### src/rtl/fpatan_pkg.sv
// Shared types, constants and arithmetic helpers for the fixed-point atan2 core.
package fpatan_pkg;

  localparam int unsigned DataW  = 16;
  localparam int unsigned DivSteps = 16;
  localparam int unsigned FifoDepth = 2;

  localparam logic [15:0] CStep1  = 16'd35457;
  localparam logic [15:0] CStep2  = 16'd19598;
  localparam logic [15:0] CStep3  = 16'd8898;
  localparam logic [15:0] CHalf14 = 16'd16384;
  localparam logic [15:0] COne15  = 16'd32768;
  localparam logic [7:0]  CStep0Hi = 8'h40;

  typedef struct packed {
    logic [DataW-1:0] ay;
    logic [DataW-1:0] ax;
    logic [2:0]       code;
    logic             zero;
  } item_t;

  typedef struct packed {
    logic [DataW-1:0] ratio;
    logic [2:0]       code;
    logic             zero;
  } ratio_t;

  function automatic logic [15:0] qmul16(logic [15:0] a, logic [15:0] b);
    logic [31:0] p;
    p = 32'(a) * 32'(b) + 32'h0000_8000;
    return p[31:16];
  endfunction

  function automatic logic [7:0] axis_base(logic [2:0] code);
    logic [7:0] b;
    unique case (code)
      3'd0: b = 8'h00;
      3'd1: b = 8'h40;
      3'd2: b = 8'h00;
      3'd3: b = 8'hc0;
      3'd4: b = 8'h80;
      3'd5: b = 8'h40;
      3'd6: b = 8'h80;
      default: b = 8'hc0;
    endcase
    return b;
  endfunction

endpackage

### src/rtl/fpatan_front.sv
// Front stage: folds each vector into the first octant and registers it.
module fpatan_front (
  input  logic                 clk_i,
  input  logic                 rst_ni,
  input  logic                 in_valid_i,
  output logic                 in_ready_o,
  input  logic signed [15:0]   y_coord_i,
  input  logic signed [15:0]   x_coord_i,
  output logic                 f_valid_o,
  input  logic                 f_ready_i,
  output fpatan_pkg::item_t    f_item_o
);
  import fpatan_pkg::*;

  logic        valid_q;
  item_t       item_q, item_d;
  logic [15:0] ay, ax;
  logic [2:0]  code;

  always_comb begin
    ax = x_coord_i[15] ? 16'(-x_coord_i) : x_coord_i;
    ay = y_coord_i[15] ? 16'(-y_coord_i) : y_coord_i;
    code = {x_coord_i[15], y_coord_i[15], 1'b0};
    item_d.ay = ay;
    item_d.ax = ax;
    if (ay > ax) begin
      item_d.ay = ax;
      item_d.ax = ay;
      code[0] = 1'b1;
    end
    item_d.code = code;
    item_d.zero = (ax == 16'd0) && (ay == 16'd0);
  end

  assign in_ready_o = !valid_q || f_ready_i;
  assign f_valid_o  = valid_q;
  assign f_item_o   = item_q;

  always_ff @(posedge clk_i or negedge rst_ni) begin
    if (!rst_ni) begin
      valid_q <= 1'b0;
    end else if (in_ready_o) begin
      valid_q <= in_valid_i;
    end
  end

  always_ff @(posedge clk_i) begin
    if (in_ready_o && in_valid_i) begin
      item_q <= item_d;
    end
  end

endmodule

### src/rtl/fpatan_fifo.sv
// Short queue that decouples the front stage from the back pipeline.
module fpatan_fifo (
  input  logic              clk_i,
  input  logic              rst_ni,
  input  logic              push_valid_i,
  output logic              push_ready_o,
  input  fpatan_pkg::item_t push_item_i,
  output logic              pop_valid_o,
  input  logic              pop_ready_i,
  output fpatan_pkg::item_t pop_item_o
);
  import fpatan_pkg::*;

  item_t      mem_q [FifoDepth];
  logic [0:0] wr_q, rd_q;
  logic [1:0] count_q;
  logic       push, pop;

  assign push_ready_o = count_q != 2'(FifoDepth);
  assign pop_valid_o  = count_q != 2'd0;
  assign pop_item_o   = mem_q[rd_q];
  assign push = push_valid_i && push_ready_o;
  assign pop  = pop_valid_o && pop_ready_i;

  always_ff @(posedge clk_i or negedge rst_ni) begin
    if (!rst_ni) begin
      wr_q    <= '0;
      rd_q    <= '0;
      count_q <= '0;
    end else begin
      if (push) wr_q <= wr_q + 1'b1;
      if (pop)  rd_q <= rd_q + 1'b1;
      count_q <= count_q + 2'(push) - 2'(pop);
    end
  end

  always_ff @(posedge clk_i) begin
    if (push) begin
      mem_q[wr_q] <= push_item_i;
    end
  end

  a_count_bound: assert property (@(posedge clk_i) disable iff (!rst_ni)
    count_q <= 2'(FifoDepth)) else $error("queue count beyond depth");
  a_count_step: assert property (@(posedge clk_i) disable iff (!rst_ni)
    1'b1 |=> count_q == $past(count_q) + 2'($past(push)) - 2'($past(pop)))
    else $error("queue count out of step with beats");
  a_ptr_gap: assert property (@(posedge clk_i) disable iff (!rst_ni)
    (count_q == 2'd0 || count_q == 2'(FifoDepth)) |-> wr_q == rd_q)
    else $error("queue pointers disagree with count");

endmodule

### src/rtl/fpatan_div.sv
// Restoring divider pipeline, one quotient bit per stage, giving the Q15 ratio.
module fpatan_div (
  input  logic               clk_i,
  input  logic               rst_ni,
  input  logic               en_i,
  input  logic               valid_i,
  input  fpatan_pkg::item_t  item_i,
  output logic               valid_o,
  output fpatan_pkg::ratio_t ratio_o
);
  import fpatan_pkg::*;

  logic        valid_q [DivSteps];
  logic [15:0] rem_q   [DivSteps];
  logic [15:0] ax_q    [DivSteps];
  logic [15:0] quo_q   [DivSteps];
  logic [2:0]  code_q  [DivSteps];
  logic        zero_q  [DivSteps];

  logic [15:0] rem_d [DivSteps];
  logic        ge_d  [DivSteps];

  always_comb begin
    ge_d[0]  = item_i.ay >= item_i.ax;
    rem_d[0] = ge_d[0] ? item_i.ay - item_i.ax : item_i.ay;
    for (int k = 1; k < DivSteps; k++) begin
      ge_d[k]  = {rem_q[k-1], 1'b0} >= {1'b0, ax_q[k-1]};
      rem_d[k] = ge_d[k] ? 16'({rem_q[k-1], 1'b0} - {1'b0, ax_q[k-1]})
                         : 16'({rem_q[k-1], 1'b0});
    end
  end

  always_ff @(posedge clk_i or negedge rst_ni) begin
    if (!rst_ni) begin
      for (int k = 0; k < DivSteps; k++) valid_q[k] <= 1'b0;
    end else if (en_i) begin
      valid_q[0] <= valid_i;
      for (int k = 1; k < DivSteps; k++) valid_q[k] <= valid_q[k-1];
    end
  end

  always_ff @(posedge clk_i) begin
    if (en_i) begin
      rem_q[0]  <= rem_d[0];
      ax_q[0]   <= item_i.ax;
      quo_q[0]  <= {15'd0, ge_d[0]};
      code_q[0] <= item_i.code;
      zero_q[0] <= item_i.zero;
      for (int k = 1; k < DivSteps; k++) begin
        rem_q[k]  <= rem_d[k];
        ax_q[k]   <= ax_q[k-1];
        quo_q[k]  <= {quo_q[k-1][14:0], ge_d[k]};
        code_q[k] <= code_q[k-1];
        zero_q[k] <= zero_q[k-1];
      end
    end
  end

  assign valid_o       = valid_q[DivSteps-1];
  assign ratio_o.ratio = quo_q[DivSteps-1];
  assign ratio_o.code  = code_q[DivSteps-1];
  assign ratio_o.zero  = zero_q[DivSteps-1];

endmodule

### src/rtl/fpatan_poly.sv
// Polynomial pipeline for atan of the ratio, octant fix-up and output register.
module fpatan_poly (
  input  logic               clk_i,
  input  logic               rst_ni,
  input  logic               en_i,
  input  logic               valid_i,
  input  fpatan_pkg::ratio_t ratio_i,
  output logic               valid_o,
  output logic [15:0]        angle_o,
  output logic               both_zero_o
);
  import fpatan_pkg::*;

  logic [4:0]  valid_q;
  ratio_t      r_q [5];
  logic [15:0] s_q [5];
  logic [15:0] angle_q;
  logic        zero_q;
  logic [15:0] ang_pos, ang_sgn;
  logic        odd;

  assign ang_pos = s_q[4];
  assign odd     = ^r_q[4].code;
  assign ang_sgn = odd ? 16'(-ang_pos) : ang_pos;

  always_ff @(posedge clk_i or negedge rst_ni) begin
    if (!rst_ni) begin
      valid_q <= '0;
      valid_o <= 1'b0;
    end else if (en_i) begin
      valid_q <= {valid_q[3:0], valid_i};
      valid_o <= valid_q[4];
    end
  end

  always_ff @(posedge clk_i) begin
    if (en_i) begin
      r_q[0] <= ratio_i;
      s_q[0] <= CStep1 - ({8'd0, ratio_i.ratio[15:8]} * {8'd0, CStep0Hi});
      r_q[1] <= r_q[0];
      s_q[1] <= CStep2 - qmul16(r_q[0].ratio, s_q[0]);
      r_q[2] <= r_q[1];
      s_q[2] <= CStep3 + qmul16(r_q[1].ratio, s_q[1]);
      r_q[3] <= r_q[2];
      s_q[3] <= CHalf14 + qmul16(COne15 - r_q[2].ratio, s_q[2]);
      r_q[4] <= r_q[3];
      s_q[4] <= qmul16(r_q[3].ratio, s_q[3]);
      angle_q <= r_q[4].zero ? 16'd0 : ang_sgn + {axis_base(r_q[4].code), 8'h00};
      zero_q  <= r_q[4].zero;
    end
  end

  assign angle_o     = angle_q;
  assign both_zero_o = zero_q;

endmodule

### src/rtl/fixed_point_atan2_core.sv
// Top level of the fixed-point four-quadrant atan2 core.
// Input channel: in_valid_i/in_ready_o with y_coord_i and x_coord_i, signed 16 bits.
// Output channel: out_valid_o/out_ready_i with angle_o, a binary angle of 65536
// counts per turn, and both_zero_o, set with a zero angle for a zero vector.
// Every beat yields exactly one result beat, in order.
// A front stage folds the vector into the first octant and registers it.
// A two-entry queue separates it from the back pipeline, so each side stalls alone.
// The back pipeline holds sixteen divider stages, one quotient bit each, then
// five multiply stages for the polynomial and one output register.
// Throughput is one beat per cycle while out_ready_i stays high, as set by
// the fully pipelined divider.
// When out_valid_o is high and out_ready_i low the whole back pipeline holds; the
// queue and front stage keep taking beats until they fill, then in_ready_o drops.
// Reset clears all valid flags and queue pointers; no result is pending after it.
module fixed_point_atan2_core (
  input  logic               clk_i,
  input  logic               rst_ni,
  input  logic               in_valid_i,
  output logic               in_ready_o,
  input  logic signed [15:0] y_coord_i,
  input  logic signed [15:0] x_coord_i,
  output logic               out_valid_o,
  input  logic               out_ready_i,
  output logic signed [15:0] angle_o,
  output logic               both_zero_o
);
  import fpatan_pkg::*;

  logic   f_valid, f_ready, q_valid, en, d_valid;
  item_t  f_item, q_item;
  ratio_t d_ratio;
  logic [15:0] angle;

  assign en = !out_valid_o || out_ready_i;

  fpatan_front u_front (
    .clk_i, .rst_ni, .in_valid_i, .in_ready_o, .y_coord_i, .x_coord_i,
    .f_valid_o(f_valid), .f_ready_i(f_ready), .f_item_o(f_item)
  );

  fpatan_fifo u_fifo (
    .clk_i, .rst_ni,
    .push_valid_i(f_valid), .push_ready_o(f_ready), .push_item_i(f_item),
    .pop_valid_o(q_valid), .pop_ready_i(en), .pop_item_o(q_item)
  );

  fpatan_div u_div (
    .clk_i, .rst_ni, .en_i(en), .valid_i(q_valid), .item_i(q_item),
    .valid_o(d_valid), .ratio_o(d_ratio)
  );

  fpatan_poly u_poly (
    .clk_i, .rst_ni, .en_i(en), .valid_i(d_valid), .ratio_i(d_ratio),
    .valid_o(out_valid_o), .angle_o(angle), .both_zero_o
  );

  assign angle_o = signed'(angle);

endmodule
### config.mk
export PLATFORM = sky130hd
export DESIGN_NAME = fixed_point_atan2_core
export DESIGN_NICKNAME = d
export VERILOG_FILES = /design/src/rtl/fpatan_pkg.sv /design/src/rtl/fpatan_front.sv /design/src/rtl/fpatan_fifo.sv /design/src/rtl/fpatan_div.sv /design/src/rtl/fpatan_poly.sv /design/src/rtl/fixed_point_atan2_core.sv
export SDC_FILE = /design/constraint.sdc
export NUM_CORES = 2
export LEC_CHECK = 0
export ABC_AREA = 1
export BUFFER_PORTS_ARGS = -buffer_cell sky130_fd_sc_hd__buf_2
export CAP_MARGIN = 0
export CELL_PAD_IN_SITES_DETAIL_PLACEMENT = 0
export CELL_PAD_IN_SITES_GLOBAL_PLACEMENT = 2
export CORE_MARGIN = 3
export CORE_UTILIZATION = 37
export DETAILED_ROUTE_END_ITERATION = 8
export HOLD_SLACK_MARGIN = 0.08
export PLACE_DENSITY = 0.84
export RECOVER_POWER = 50
export SYNTH_ARGS = -nofsm -noshare
export SYNTH_HDL_FRONTEND = slang
export SYNTH_HIERARCHICAL = 1
export SYNTH_SLANG_ARGS = --single-unit
### constraint.sdc
create_clock -name clk_i -period 19.4 [get_ports clk_i]
set_input_delay 0 -clock clk_i [delete_from_list [all_inputs] [get_ports clk_i]]
set_output_delay 0 -clock clk_i [all_outputs]
set_load 0.005 [all_outputs]
==> summary.txt <==
I/O pins = 55
Max stage delay on crit path = 3.84 ns
DRC viols = 0
aggregate global routing overflow = 0
Worst EP arrival = 8.93 ns
DRT Pass-1 Iters = 6
Clock Skews = 0.0519 ns
biggest area consumer among synthesized cells = edfxtp_1
Vias/cell = 4.70
Worst-Skew Late Latency = 0.74 ns
Core Util, Final = 40.5%
via count = 64000
Synth Net Count = 11800
vias in the first global route = 64100
Worst Path Buf+Inv = 3
cell mode on critical path = buf_4
Final GP Congestion = 0.870
Layout fillers = 23700
Hold WS = 0.168 ns
sequential-to-total area share from yosys stat = 34.1%
synthesis-to-layout area growth = 8.74%
critical path launch point type = flip-flop
Max Slew Vio Count = 382
largest net degree at the start of global routing = 171
Worst Max-Slew Pin Slew = 5.55 ns
final wirelength = 221000 microns
Crit Path Max Fanout = 149
ranking of synthesized cells by area = edfxtp_1, fa_1, nand2_1
initial antenna violation count = 2
Multi-input gate area = 46800 sq um
final hold vios = 0
Rows = 177
Cell Chain, Critical Path = nand2_1 > clkbuf_1 > buf_4 > buf_4
Max-cap violations = 7
Mapped Area = 86700 sq um
Clock Path Buffers = 3
CP top delay family = simple AND/OR/NAND/NOR gates
critical setup path kind = flip-flop to flip-flop
core area = 233000 sq um
Syn Inst Count = 10400
CTS tree = done
failing checks = capacitance limit, slew limit
Tot GR Track Use = 18.2%
fraction of layout cells with a size suffix above 1 = 4.31%
status = finished, violations left
CTS Buf Count = 111
most frequent cell after synthesis = nand2_1
Detailed Place HPWL = 174000 microns
PostCTS Resize Cnt = 0
Num Clock Sinks = 989
Post-synth ARST share = 2.73%
Die Y = 490 microns
WL/cell = 16.2 microns
HP Class = input port to flip-flop
CTS H-tree depth = 3
unrepaired setup endpoints after global routing = no
first-pass GRT wire length = 353000 microns
Die Area = 240000 sq um
top cells by count, synth = nand2_1, inv_1, edfxtp_1
Post-synth EDFFs = 962
syn_area_per_cell = 8.37 sq um
WP data required = 19.72 ns
#FFs+latches synth = 989
slowest CP cell = nand2_1
post-route ant nets = 0
yosys warns = 6
distinct cell type count after synthesis = 58
period utilisation layout = 44.4%
Sequential Area = 29600 sq um
Worst Setup End Kind = flip-flop
Worst-path clk slew = 0.06 ns
# nets final = 11900
min Tclk post-route = 8.61 ns
Clock Root Buffer = clkbuf_16
initial drt markers = 4313
Synth top area share = 33.3%
Starting Density = 37.2%
# setup viols final = 0
Port Buffers = 54
Die X-Extent = 490 microns
Worst slew margin = -270%
Peak Freq = 0.116 GHz
Main synth FF type = edfxtp_1
TNS Setup = 0 ns
what timing repair did:
item                                   CTS  global route
endpoints found under the hold margin   99             0
buffers inserted                         0             0
hold buffers                            93             0
area by class of cell:
| class | instances | area share (%) |
|---|---|---|
| Antenna cell | 2 | 0.00531 |
| Clock buffer | 124 | 3.04 |
| Clock inverter | 85 | 0.983 |
| Inverter | 2358 | 9.40 |
| Multi-Input combinational cell | 6751 | 49.6 |
| Sequential cell | 989 | 31.3 |
| Tap cell | 3132 | 4.15 |
| Timing Repair Buffer | 180 | 1.49 |
logic make-up (layout without fill, tap and decap cells):
logic type                 Yosys count  after routing  synth area share (%)
DFF                                989            989                  34.1
and+or+nand+nor                   4636           4636                  22.4
adders and majority gates         1429           1429                  26.8
xor gates and xnor gates           173            173                  1.76
AOI/OAI and AO/OA                  511            511                  3.14
other                                0              2                     0
muxes                                2              2                0.0260
buffers and inverters             2628           2747                  11.9
metal layers:
metal	GRT usage [%]	routed length, microns
met1	25.7	104000
met2	29.9	102000
met3	2.14	9030
met4	4.36	5190
met5	0	0
per-stage QoR:
stage	worst slack [ns]	area [sq um]	cells
2_1_floorplan	7.04	86700	10400
3_5_place_dp	11.84	89800	13300
3_3_place_gp	11.79	89800	13300
5_1_grt	9.99	94300	13600
4_1_cts	11.82	94500	13600
6_report	10.79	94300	13600
sequential cells by signal, indices dropped and copies added, names as in the netlist:
| register | cells |
|---|---|
| u_div/zero_q | 16 |
| u_div/quo_q | 136 |
| u_fifo/wr_q | 1 |
| u_div/valid_q | 15 |
| u_div/rem_q | 240 |
| u_div/valid_o | 1 |
| u_poly/angle_o | 16 |
| u_poly/r_q | 84 |
| u_div/code_q | 48 |
| u_poly/s_q | 73 |
| u_front/f_item_o | 36 |
| u_poly/both_zero_o | 1 |
| u_fifo/count_q | 2 |
| u_poly/valid_q | 5 |
| u_front/f_valid_o | 1 |
| u_fifo/mem_q | 72 |
| u_fifo/rd_q | 1 |
| u_div/ax_q | 240 |
| u_poly/valid_o | 1 |
final timing paths:
| kind | from | to | slack [ns] | cells past startpoint |
|---|---|---|---|---|
| worst max-delay path | u_poly/valid_o$_DFFE_PN0P_ | u_poly/s_q[0][44]$_DFFE_PP_ | 10.79 | 4 |
| worst min-delay path | x_coord_i[0] | u_front/f_item_o[4]$_DFFE_PP_ | 0.17 | 4 |
| worst max register to register | u_poly/valid_o$_DFFE_PN0P_ | u_poly/s_q[0][44]$_DFFE_PP_ | 10.79 | 4 |
| worst min register to register | u_div/code_q[0][9]$_DFFE_PP_ | u_div/code_q[0][12]$_DFFE_PP_ | 0.41 | 0 |
| max in group asynchronous | rst_ni | u_div/valid_q[1]$_DFFE_PN0P_ | 17.77 | 4 |
| min in group asynchronous | rst_ni | u_fifo/wr_q$_DFFE_PN0P_ | 0.77 | 4 |
worst min-delay path, cell delays in order:
cell           delay, ns
dlygate4sd3_1       0.52
buf_2               0.13
nand2_1             0.05
o21ai_1             0.08
placed cells by master, fill, tap and decap left out, types with 22 or more instances in the layout:
cell type	instances
o21ai_1	29
nand4_1	102
edfxtp_1	962
clkbuf_1	32
clkinv_1	23
and2_1	56
fa_1	712
nor2_1	469
dlygate4sd3_1	92
nor3_1	61
nand3_1	436
buf_2	43
xnor2_1	57
a21oi_1	308
buf_4	22
inv_1	2318
dfrtp_1	27
nor2_2	61
ha_1	717
o21ai_0	117
nand2_1	3267
clkbuf_16	112
nand3b_1	61
nand2_2	60
xor2_1	115
inv_2	26
Power is not shown: default switching activity piles up to over one toggle a cycle in this logic, so the estimate is an artifact.
